===== src/design/wdrc_pkg.sv =====
package wdrc_pkg;

    localparam int SAMPLE_BITS = 24;
    localparam int CFG_W       = 16;
    localparam int CFG_ADDR_W  = 3;

    // register indexes on the config port
    localparam logic [CFG_ADDR_W-1:0] REG_ATTACK  = 3'd0;
    localparam logic [CFG_ADDR_W-1:0] REG_RELEASE = 3'd1;
    localparam logic [CFG_ADDR_W-1:0] REG_GAIN    = 3'd2;
    localparam logic [CFG_ADDR_W-1:0] REG_KNEE    = 3'd3;
    localparam logic [CFG_ADDR_W-1:0] REG_RATIO   = 3'd4;
    localparam logic [CFG_ADDR_W-1:0] REG_LIMIT   = 3'd5;
    localparam logic [CFG_ADDR_W-1:0] REG_OFFSET  = 3'd6;

    // cubic log2 fit on the Q0.16 mantissa, Horner order
    localparam logic signed [23:0] LOG_C0 = 24'sd80707;
    localparam logic signed [23:0] LOG_C1 = -24'sd269912;
    localparam logic signed [23:0] LOG_C2 = 24'sd394656;
    localparam logic signed [23:0] LOG_C3 = -24'sd205387;

    // 2^f Taylor terms in Q24, Horner order
    localparam logic [25:0] EXP_C0 = 26'd2584;
    localparam logic [25:0] EXP_C1 = 26'd22370;
    localparam logic [25:0] EXP_C2 = 26'd161365;
    localparam logic [25:0] EXP_C3 = 26'd931204;
    localparam logic [25:0] EXP_C4 = 26'd4030332;
    localparam logic [25:0] EXP_C5 = 26'd11629080;
    localparam logic [25:0] EXP_ONE = 26'd16777216;

    localparam logic signed [26:0] DB_PER_OCTAVE_Q16 = 27'sd394566;
    localparam logic signed [26:0] OCTAVE_PER_DB_Q16 = 27'sd10885;

    // ceil(2^25/10): (n * this) >> 25 is floor(n/10) for n below 2^22
    localparam logic signed [26:0] DIV10_RECIP_Q25 = 27'sd3355444;

    typedef struct packed {
        logic signed [SAMPLE_BITS-1:0] in_sample;
        logic                          stage_select;
        logic                          last_of_block;
    } in_item_t;

    typedef struct packed {
        logic signed [SAMPLE_BITS-1:0] out_sample;
        logic signed [15:0]            applied_gain_db;
        logic                          last_out;
    } out_item_t;

endpackage


===== src/design/wdrc_compressor_with_limiter.sv =====
// Sequencing: from accept to result an item goes through one-bit-per-cycle normalization,
//   one or two bit-serial divisions by the ratio, and the steps of the single shared 34x27
//   multiplier (envelope, log2, curve, exponent); any output stall comes on top.
// Items: s_ready is high only while the sequencer is idle; no new item is taken before the
//   last is done. A finished result waits in the output register while the next is taken.
// Reset: synchronous, active low; clears envelopes, config registers to defaults, handshakes.
module wdrc_compressor_with_limiter
    import wdrc_pkg::*;
#(
    parameter int STAGE_COUNT = 2
) (
    input  logic                  aclk,
    input  logic                  aresetn,
    input  logic                  s_valid,
    output logic                  s_ready,
    input  in_item_t              s_data,
    output logic                  m_valid,
    input  logic                  m_ready,
    output out_item_t             m_data,
    input  logic                  cfg_wr_en,
    input  logic [CFG_ADDR_W-1:0] cfg_addr,
    input  logic [CFG_W-1:0]      cfg_wdata
);

    localparam int SB    = SAMPLE_BITS;
    localparam int ST_W  = (STAGE_COUNT > 1) ? $clog2(STAGE_COUNT) : 1;
    localparam int M_W   = $clog2(SB);
    localparam int DIV_W = 36;
    localparam int DC_W  = $clog2(DIV_W);

    typedef enum logic [4:0] {
        S_IDLE, S_ENV0, S_ENV1, S_ENV2, S_ENV3, S_NORM, S_LOG, S_LOGA, S_LOGE,
        S_LVL, S_DIV, S_GO, S_PB0, S_PB1, S_LDV, S_LIM, S_CMP, S_EXP0, S_EXP1,
        S_EXPM, S_EXPA, S_MAG, S_RND, S_OUT
    } state_t;

    state_t state_reg, div_ret_reg;

    // config
    logic [15:0]        attack_reg, release_reg, ratio_reg;
    logic signed [15:0] gain_reg, knee_reg, limit_reg, offset_reg;

    // envelope per stage
    logic [STAGE_COUNT-1:0][SB-1:0] env_reg;

    // item and datapath
    logic signed [SB-1:0] x_reg;
    logic [SB-1:0]        mag_reg;
    logic [ST_W-1:0]      st_reg;
    logic                 last_reg, att_reg;
    logic [SB+16:0]       acc_reg;
    logic [SB-1:0]        nrm_reg;
    logic [M_W-1:0]       m_reg;
    logic signed [5:0]    e_reg;
    logic [15:0]          f_reg;
    logic signed [23:0]   y_reg;
    logic [2:0]           idx_reg;
    logic signed [19:0]   lvl_reg;
    logic signed [17:0]   tk_reg;
    logic signed [25:0]   go_reg;
    logic [20:0]          lnum_reg;
    logic signed [15:0]   gdb_reg;
    logic [5:0]           sh_reg;
    logic [23:0]          fx_reg;
    logic [25:0]          p_reg;
    logic signed [SB-1:0] res_reg;
    logic signed [60:0]   prod_reg;

    // bit-serial divider
    logic [DIV_W-1:0]     div_quo_reg;
    logic [16:0]          div_rem_reg, div_den_reg;
    logic                 div_neg_reg;
    logic [DC_W-1:0]      div_cnt_reg;
    logic signed [DIV_W-1:0] q_reg;

    logic                 m_valid_reg;
    out_item_t            m_data_reg;

    assign s_ready = (state_reg == S_IDLE);
    assign m_valid = m_valid_reg;
    assign m_data  = m_data_reg;

    function automatic logic signed [15:0] sat16(input logic signed [37:0] v);
        if (v > 38'sd32767)       return 16'sh7fff;
        else if (v < -38'sd32768) return 16'sh8000;
        else                      return 16'(v);
    endfunction

    // ---------------- combinational helpers ----------------
    logic [ST_W-1:0]      st_sel;
    logic [SB-1:0]        mag_in, env_cur;
    logic [16:0]          r_eff;
    logic signed [17:0]   tk_sum, tk_clamp;
    logic signed [33:0]   y_full;
    logic signed [33:0]   mul_a;
    logic signed [26:0]   mul_b;
    logic signed [60:0]   mul_p;
    logic signed [23:0]   log_c;
    logic [25:0]          exp_c;
    logic signed [30:0]   t_val;
    logic signed [34:0]   lim_dif;
    logic [60:0]          rnd_sum, q_mag;
    logic [17:0]          rem_sh;
    logic                 div_ge;
    logic [16:0]          rem_next;
    logic [DIV_W-1:0]     quo_next;
    logic signed [SB-1:0] res_next;
    logic [M_W-1:0]       m_next;
    logic signed [5:0]    e_next;

    always_comb begin
        if (STAGE_COUNT > 1 && 32'(s_data.stage_select) < STAGE_COUNT)
            st_sel = ST_W'(s_data.stage_select);
        else
            st_sel = ST_W'(STAGE_COUNT - 1);
    end

    assign mag_in  = s_data.in_sample[SB-1] ? SB'(-s_data.in_sample) : SB'(s_data.in_sample);
    assign env_cur = env_reg[st_reg];
    assign r_eff   = (ratio_reg == 16'd0) ? 17'd1 : {1'b0, ratio_reg};
    assign tk_sum  = 18'(gain_reg) + 18'(knee_reg);
    assign tk_clamp = (tk_sum > 18'(limit_reg)) ? 18'(limit_reg) - 18'(gain_reg)
                                                : 18'(knee_reg);
    assign y_full  = 34'(y_reg) + (34'(e_reg) <<< 16);
    assign m_next  = m_reg - M_W'(1);
    assign e_next  = 6'(m_reg) + 6'd2 - 6'(SB);

    // shared multiplier operand select
    always_comb begin
        mul_a = '0;
        mul_b = '0;
        unique case (state_reg)
            S_ENV0: begin
                mul_a = $signed(34'(env_cur));
                mul_b = (mag_reg >= env_cur) ? $signed(27'(attack_reg))
                                             : $signed(27'(release_reg));
            end
            S_ENV1: begin
                mul_a = $signed(34'(mag_reg));
                mul_b = $signed(27'(17'h10000 - {1'b0, attack_reg}));
            end
            S_LOG: begin
                mul_a = 34'(y_reg);
                mul_b = $signed(27'(f_reg));
            end
            S_LOGE: begin
                mul_a = y_full;
                mul_b = DB_PER_OCTAVE_Q16;
            end
            S_PB0: begin
                mul_a = 34'(limit_reg) - 34'(go_reg);
                mul_b = $signed(27'(r_eff));
            end
            S_LDV: begin
                // divide by 10 as a reciprocal multiply
                mul_a = $signed(34'(lnum_reg));
                mul_b = DIV10_RECIP_Q25;
            end
            S_EXP0: begin
                mul_a = 34'(gdb_reg);
                mul_b = OCTAVE_PER_DB_Q16;
            end
            S_EXPM: begin
                mul_a = $signed(34'(p_reg));
                mul_b = $signed(27'(fx_reg));
            end
            S_MAG: begin
                mul_a = $signed(34'(mag_reg));
                mul_b = $signed(27'(p_reg));
            end
            default: begin
                mul_a = '0;
                mul_b = '0;
            end
        endcase
    end

    assign mul_p = mul_a * mul_b;

    always_comb begin
        unique case (idx_reg)
            3'd0:    log_c = LOG_C1;
            3'd1:    log_c = LOG_C2;
            default: log_c = LOG_C3;
        endcase
        unique case (idx_reg)
            3'd0:    exp_c = EXP_C1;
            3'd1:    exp_c = EXP_C2;
            3'd2:    exp_c = EXP_C3;
            3'd3:    exp_c = EXP_C4;
            3'd4:    exp_c = EXP_C5;
            default: exp_c = EXP_ONE;
        endcase
    end

    assign t_val = 31'(prod_reg) + (31'sd32 <<< 24);

    // level above the limiter knee point, valid while prod_reg holds r*(limit-go)
    assign lim_dif = 35'(lvl_reg) - 35'(prod_reg >>> 8);

    // divider step: restoring, one quotient bit per cycle
    assign rem_sh   = {div_rem_reg, div_quo_reg[DIV_W-1]};
    assign div_ge   = (rem_sh >= {1'b0, div_den_reg});
    assign rem_next = div_ge ? 17'(rem_sh - {1'b0, div_den_reg}) : 17'(rem_sh);
    assign quo_next = {div_quo_reg[DIV_W-2:0], div_ge};

    // round half away from zero on the magnitude, then saturate
    always_comb begin
        rnd_sum = $unsigned(prod_reg) + (61'd1 << (sh_reg - 6'd1));
        q_mag   = rnd_sum >> sh_reg;
        if (!x_reg[SB-1]) begin
            if (q_mag > 61'((64'd1 << (SB - 1)) - 64'd1))
                res_next = {1'b0, {(SB-1){1'b1}}};
            else
                res_next = SB'(q_mag);
        end else begin
            if (q_mag > 61'(64'd1 << (SB - 1)))
                res_next = {1'b1, {(SB-1){1'b0}}};
            else
                res_next = SB'(~q_mag + 61'd1);
        end
    end

    // ---------------- sequencer ----------------
    task automatic div_start(input logic signed [DIV_W-1:0] num, input logic [16:0] den,
                             input state_t ret);
        div_neg_reg <= num[DIV_W-1];
        div_quo_reg <= num[DIV_W-1] ? ~num : num;
        div_rem_reg <= '0;
        div_den_reg <= den;
        div_cnt_reg <= '0;
        div_ret_reg <= ret;
        state_reg   <= S_DIV;
    endtask

    always_ff @(posedge aclk) begin
        prod_reg <= mul_p;
        if (!aresetn) begin
            state_reg   <= S_IDLE;
            m_valid_reg <= 1'b0;
            env_reg     <= '0;
            attack_reg  <= 16'd0;
            release_reg <= 16'd0;
            gain_reg    <= 16'sd0;
            knee_reg    <= 16'sd12800;
            ratio_reg   <= 16'd256;
            limit_reg   <= 16'sd25600;
            offset_reg  <= 16'sd30464;
        end else begin
            if (cfg_wr_en) begin
                unique case (cfg_addr)
                    REG_ATTACK:  attack_reg  <= cfg_wdata;
                    REG_RELEASE: release_reg <= cfg_wdata;
                    REG_GAIN:    gain_reg    <= $signed(cfg_wdata);
                    REG_KNEE:    knee_reg    <= $signed(cfg_wdata);
                    REG_RATIO:   ratio_reg   <= cfg_wdata;
                    REG_LIMIT:   limit_reg   <= $signed(cfg_wdata);
                    REG_OFFSET:  offset_reg  <= $signed(cfg_wdata);
                    default: ;
                endcase
            end

            // S_OUT reloads the output register itself
            if (m_valid_reg && m_ready && state_reg != S_OUT)
                m_valid_reg <= 1'b0;

            unique case (state_reg)
                S_IDLE: begin
                    if (s_valid) begin
                        x_reg    <= s_data.in_sample;
                        mag_reg  <= mag_in;
                        st_reg   <= st_sel;
                        last_reg <= s_data.last_of_block;
                        state_reg <= S_ENV0;
                    end
                end
                S_ENV0: begin
                    att_reg   <= (mag_reg >= env_cur);
                    state_reg <= S_ENV1;
                end
                S_ENV1: begin
                    acc_reg   <= prod_reg[SB+16:0];
                    state_reg <= att_reg ? S_ENV2 : S_ENV3;
                end
                S_ENV2: begin
                    // attack adds the (1-a)*|x| term
                    acc_reg   <= acc_reg + prod_reg[SB+16:0];
                    state_reg <= S_ENV3;
                end
                S_ENV3: begin
                    env_reg[st_reg] <= acc_reg[SB+15:16];
                    nrm_reg   <= acc_reg[SB+15:16];
                    m_reg     <= M_W'(SB - 1);
                    state_reg <= S_NORM;
                end
                S_NORM: begin
                    // zero envelope takes mantissa 0, exponent 0
                    y_reg   <= LOG_C0;
                    idx_reg <= 3'd0;
                    if (nrm_reg == '0) begin
                        f_reg     <= 16'd0;
                        e_reg     <= 6'sd0;
                        state_reg <= S_LOG;
                    end else if (nrm_reg[SB-1]) begin
                        f_reg     <= nrm_reg[SB-1 -: 16];
                        e_reg     <= e_next;
                        state_reg <= S_LOG;
                    end else begin
                        nrm_reg <= nrm_reg << 1;
                        m_reg   <= m_next;
                    end
                end
                S_LOG: state_reg <= S_LOGA;
                S_LOGA: begin
                    y_reg   <= 24'(prod_reg >>> 16) + log_c;
                    idx_reg <= idx_reg + 3'd1;
                    state_reg <= (idx_reg == 3'd2) ? S_LOGE : S_LOG;
                end
                S_LOGE: state_reg <= S_LVL;
                S_LVL: begin
                    lvl_reg <= 20'(offset_reg) + 20'(prod_reg >>> 24);
                    tk_reg  <= tk_clamp;
                    div_start(DIV_W'(tk_clamp) <<< 8, r_eff, S_GO);
                end
                S_DIV: begin
                    div_quo_reg <= quo_next;
                    div_rem_reg <= rem_next;
                    div_cnt_reg <= div_cnt_reg + DC_W'(1);
                    if (div_cnt_reg == DC_W'(DIV_W - 1)) begin
                        // floor for negative numerators via one's complement
                        q_reg     <= div_neg_reg ? $signed(~quo_next) : $signed(quo_next);
                        state_reg <= div_ret_reg;
                    end
                end
                S_GO: begin
                    go_reg    <= 26'(gain_reg) + 26'(tk_reg) - 26'(q_reg);
                    state_reg <= S_PB0;
                end
                S_PB0: state_reg <= S_PB1;
                S_PB1: begin
                    priority if (lvl_reg < 20'(tk_reg) && r_eff >= 17'd256) begin
                        gdb_reg   <= gain_reg;
                        state_reg <= S_EXP0;
                    end else if (34'(lvl_reg) > 34'(prod_reg >>> 8)) begin
                        // past 2^21 the limiter gain saturates either way
                        lnum_reg  <= (lim_dif > 35'sd2097151) ? 21'h1fffff : 21'(lim_dif);
                        state_reg <= S_LDV;
                    end else begin
                        div_start(DIV_W'(lvl_reg) <<< 8, r_eff, S_CMP);
                    end
                end
                S_LDV: state_reg <= S_LIM;
                S_LIM: begin
                    gdb_reg   <= sat16(38'(limit_reg) + 38'(prod_reg >>> 25) - 38'(lvl_reg));
                    state_reg <= S_EXP0;
                end
                S_CMP: begin
                    gdb_reg   <= sat16(38'(q_reg) - 38'(lvl_reg) + 38'(go_reg));
                    state_reg <= S_EXP0;
                end
                S_EXP0: state_reg <= S_EXP1;
                S_EXP1: begin
                    // integer octave offset by 32 keeps t positive
                    sh_reg    <= 6'd56 - 6'(t_val[29:24]);
                    fx_reg    <= t_val[23:0];
                    p_reg     <= EXP_C0;
                    idx_reg   <= 3'd0;
                    state_reg <= S_EXPM;
                end
                S_EXPM: state_reg <= S_EXPA;
                S_EXPA: begin
                    p_reg     <= 26'(prod_reg >>> 24) + exp_c;
                    idx_reg   <= idx_reg + 3'd1;
                    state_reg <= (idx_reg == 3'd5) ? S_MAG : S_EXPM;
                end
                S_MAG: state_reg <= S_RND;
                S_RND: begin
                    res_reg   <= res_next;
                    state_reg <= S_OUT;
                end
                S_OUT: begin
                    if (!m_valid_reg || m_ready) begin
                        m_data_reg.out_sample      <= res_reg;
                        m_data_reg.applied_gain_db <= gdb_reg;
                        m_data_reg.last_out        <= last_reg;
                        m_valid_reg <= 1'b1;
                        state_reg   <= S_IDLE;
                    end
                end
                default: state_reg <= S_IDLE;
            endcase
        end
    end

    // ---------------- assertions ----------------
    a_busy_after_accept: assert property (@(posedge aclk) disable iff (!aresetn)
        (s_valid && s_ready) |=> !s_ready)
        else $error("block still ready after taking an item");

    a_env_write_slot: assert property (@(posedge aclk) disable iff (!aresetn)
        (state_reg != S_ENV3) |=> $stable(env_reg))
        else $error("envelope changed outside its update step");

    a_div_count: assert property (@(posedge aclk) disable iff (!aresetn)
        (state_reg == S_DIV) |-> (32'(div_cnt_reg) < DIV_W))
        else $error("divider ran past its bit count");

    a_out_frame: assert property (@(posedge aclk) disable iff (!aresetn)
        $rose(m_valid_reg) |-> (m_data_reg.last_out == last_reg))
        else $error("framing mark lost on result");

endmodule


===== config.mk =====
export PLATFORM = sky130hd
export DESIGN_NAME = wdrc_compressor_with_limiter
export DESIGN_NICKNAME = d
export VERILOG_FILES = /design/src/design/wdrc_pkg.sv /design/src/design/wdrc_compressor_with_limiter.sv
export SDC_FILE = /design/constraint.sdc
export NUM_CORES = 2
export LEC_CHECK = 0
export ABC_AREA = 1
export BUFFER_PORTS_ARGS = -buffer_cell sky130_fd_sc_hd__buf_2
export CAP_MARGIN = 0
export CORE_MARGIN = 3
export CORE_UTILIZATION = 35
export CTS_CLUSTER_DIAMETER = 30
export DETAILED_ROUTE_END_ITERATION = 7
export SETUP_SLACK_MARGIN = 0.02
export SYNTH_ARGS = -nofsm -noshare
export SYNTH_HDL_FRONTEND = slang
export SYNTH_SLANG_ARGS = --single-unit

===== constraint.sdc =====
create_clock -name aclk -period 12.8 [get_ports aclk]
set_clock_uncertainty 0.2 [all_clocks]
set_input_delay 1.28 -clock aclk [delete_from_list [all_inputs] [get_ports aclk]]
set_output_delay 1.28 -clock aclk [all_outputs]
set_load 0.02 [all_outputs]

==> qor.yml <==
crit_fanout: 23
p_seq_frac: 0.228
crit_arrival_ns: 12.42
ctsResizeCount: 0
viasPerCell: 5.27
muxShareOfSynthArea: 0.000116
cts_buffer_depth: 3
synth-edff-count: 481
path_delay_family: "adder cells"
synth_area_leaders: "fa_1, edfxtp_1, nand2_1"
rsz0062_at_grt: "false"
nFillCells: 25200
fmax_mhz: 83.6
synth_flop_cell: "edfxtp_1"
grt_max_degree: 84
start_util: 0.353
register_area_mm2: 0.0190
yosysSeqAreaShare: 0.220
dr.pass1.iters: 8
numCtsBuffers: 173
finalNonFillerCells: 14900
powerDensity_mw_per_mm2: 128
clk_pin_slew_ns: 0.05
intPower_mw: 7.27
async_flop_share: 0
clk_latency_ns: 0.87
yosysWarnings: 0
num_rows: 181
cts_max_level: 4
drive_gt1_frac: 0.0641
gr-total-overflow: 0
fin_crit_sh: 0.934
drt-total-wl_um: 333000
io_pins: 93
synth.most_common_cell: "nand2_1"
p_clk_frac: 0.376
dr_total_vias: 78800
finalSetupViolations: 0
yosys.area_share.simple: 0.222
fp.dieW_um: 502
period_needed_ns: 11.96
synth_top_family_by_area: "adder cells"
cts_setup_buffers: 0
p_leak_nw: 46.8
postSynthCellCount: 11500
final_nets: 13100
ant_nets: 0
drc: 0
finalMaxSlewViolations: 0
die-area_mm2: 0.252
cp-start-kind: "flip-flop"
synth_cell_types: 73
cp.buffers_inverters: 9
syn_avg_cell_area_um2: 7.50
synthAdderAreaFrac: 0.288
grt_antenna_before_repair: 23
worst_pin_slew_ns: 1.45
setup_tns_ns: 0
syn_area_mm2: 0.0862
design_area_mm2: 0.0969
p_comb_frac: 0.396
fin_util: 0.397
ir_drop_uv: 159
synthTopCellsByCount: "nand2_1, inv_1, nor2_1, fa_1, nand3_1"
cts-root-buf: "clkbuf_16"
worstPathRequired_ns: 13.27
power.share.switching: 0.414
setup.worst_path.class: "reg2reg"
multiInputGateArea_mm2: 0.0570
fp.dieH_um: 502
synth_top_area_cell: "fa_1"
placed_cell_area_mm2: 0.0906
hold_buffers: 0
cts_tree: "done"
critPathMaxStageDelay_ns: 0.84
crit_path_end_kind: "flip-flop"
hp-class: "reg2reg"
core_mm2: 0.244
place_inst: 14600
place_congestion: 1.05
power.switching_mw: 5.15
synth-compound-area-share: 0.108
dp_hpwl_um: 268000
grt_pass1_vias: 74800
largest_reg_flops: 61
yosysTopAreaCellShare: 0.199
finalHoldViolations: 0
relSlewSlack: 0.0323
clkSinkCount: 708
whs_ns: 0.206
status: "complete, no violations"
area_growth_pct: 12.5
grt.total_usage: 0.262
wire_per_inst_um: 22.3
synth-xor-area-share: 0.0400
ys_ff_latch: 708
first_iter_violations: 8835
grt_pass1_wl_um: 490000
cpMaxStageDelayCell: "a2111oi_2"
place.port_buffers: 92
drv_cap: 0
## area by class of cell
type	count	share of cell area
multi-input combinational	8054	0.588
sequential	708	0.196
inverter	2395	0.0928
clock buffer	207	0.0478
tap	3202	0.0413
timing repair buffer	247	0.0170
clock inverter	118	0.0168
antenna	8	0.000207
## per-layer routing
metal | wire [um] | vias up | GRT usage
li1 | - | 36700 | -
met5 | 76 | - | 0
met1 | 138000 | 37500 | 0.355
met4 | 19800 | 12 | 0.133
met3 | 37900 | 720 | 0.0713
met2 | 138000 | 3941 | 0.383
## layout by cell type, fill, tap and decap left out, types with 29 or more instances in the layout
cell type / n
a21oi_1: 692
a31oi_1: 58
buf_2: 91
buf_4: 154
clkbuf_16: 177
clkinv_1: 39
clkinv_2: 29
dfxtp_1: 227
edfxtp_1: 481
fa_1: 857
ha_1: 612
inv_1: 2342
nand2_1: 2409
nand2_2: 39
nand3_1: 748
nand3_2: 43
nand4_1: 102
nor2_1: 914
nor2_2: 35
nor3_1: 97
nor4_1: 30
o211ai_1: 30
o21a_1: 31
o21ai_0: 540
o21bai_1: 35
o221ai_1: 31
o31ai_1: 30
xnor2_1: 138
xor2_1: 256
## power by group through the flow
stage	Sequential [mW]	Clock [mW]	Combinational [mW]
after floorplan	2.75	0	3.26
after global placement	2.86	0	4.80
after detailed placement	2.86	0	4.82
after CTS	2.82	4.71	4.85
after global routing	2.83	4.84	5.44
final	2.83	4.67	4.92
## cells by family (layout without fill, tap and decap cells)
logic type / after synthesis / count (layout)
and+or+nand+nor: 4516 / 4516
AOI/OAI and AO/OA: 1654 / 1654
adders and majority gates: 1469 / 1469
DFF: 708 / 708
other: 2 / 28
buffers and inverters: 2743 / 2967
xor gates and xnor gates: 394 / 394
muxes: 1 / 1
## final timing paths
kind | startpoint | to | slack [ns] | cells after the start
worst min-delay path | res_reg[19]$_DFFE_PP_ | m_data[36]$_DFFE_PP_ | 0.21 | 0
worst max register to register | state_reg[3]$_SDFFE_PN0P_ | prod_reg[54]$_DFF_P_ | 0.84 | 37
worst min register to register | res_reg[19]$_DFFE_PP_ | m_data[36]$_DFFE_PP_ | 0.21 | 0
worst max-delay path | state_reg[3]$_SDFFE_PN0P_ | prod_reg[54]$_DFF_P_ | 0.84 | 37
## per-stage QoR
stage                     total power, mW  setup WS (ns)
after floorplan                      6.00           3.52
after global placement               7.66           1.10
after detailed placement             7.68          0.981
after CTS                            12.4          0.882
after global routing                 13.1          0.211
final                                12.4          0.844
Note: power is estimated with default switching activity, not from simulation.
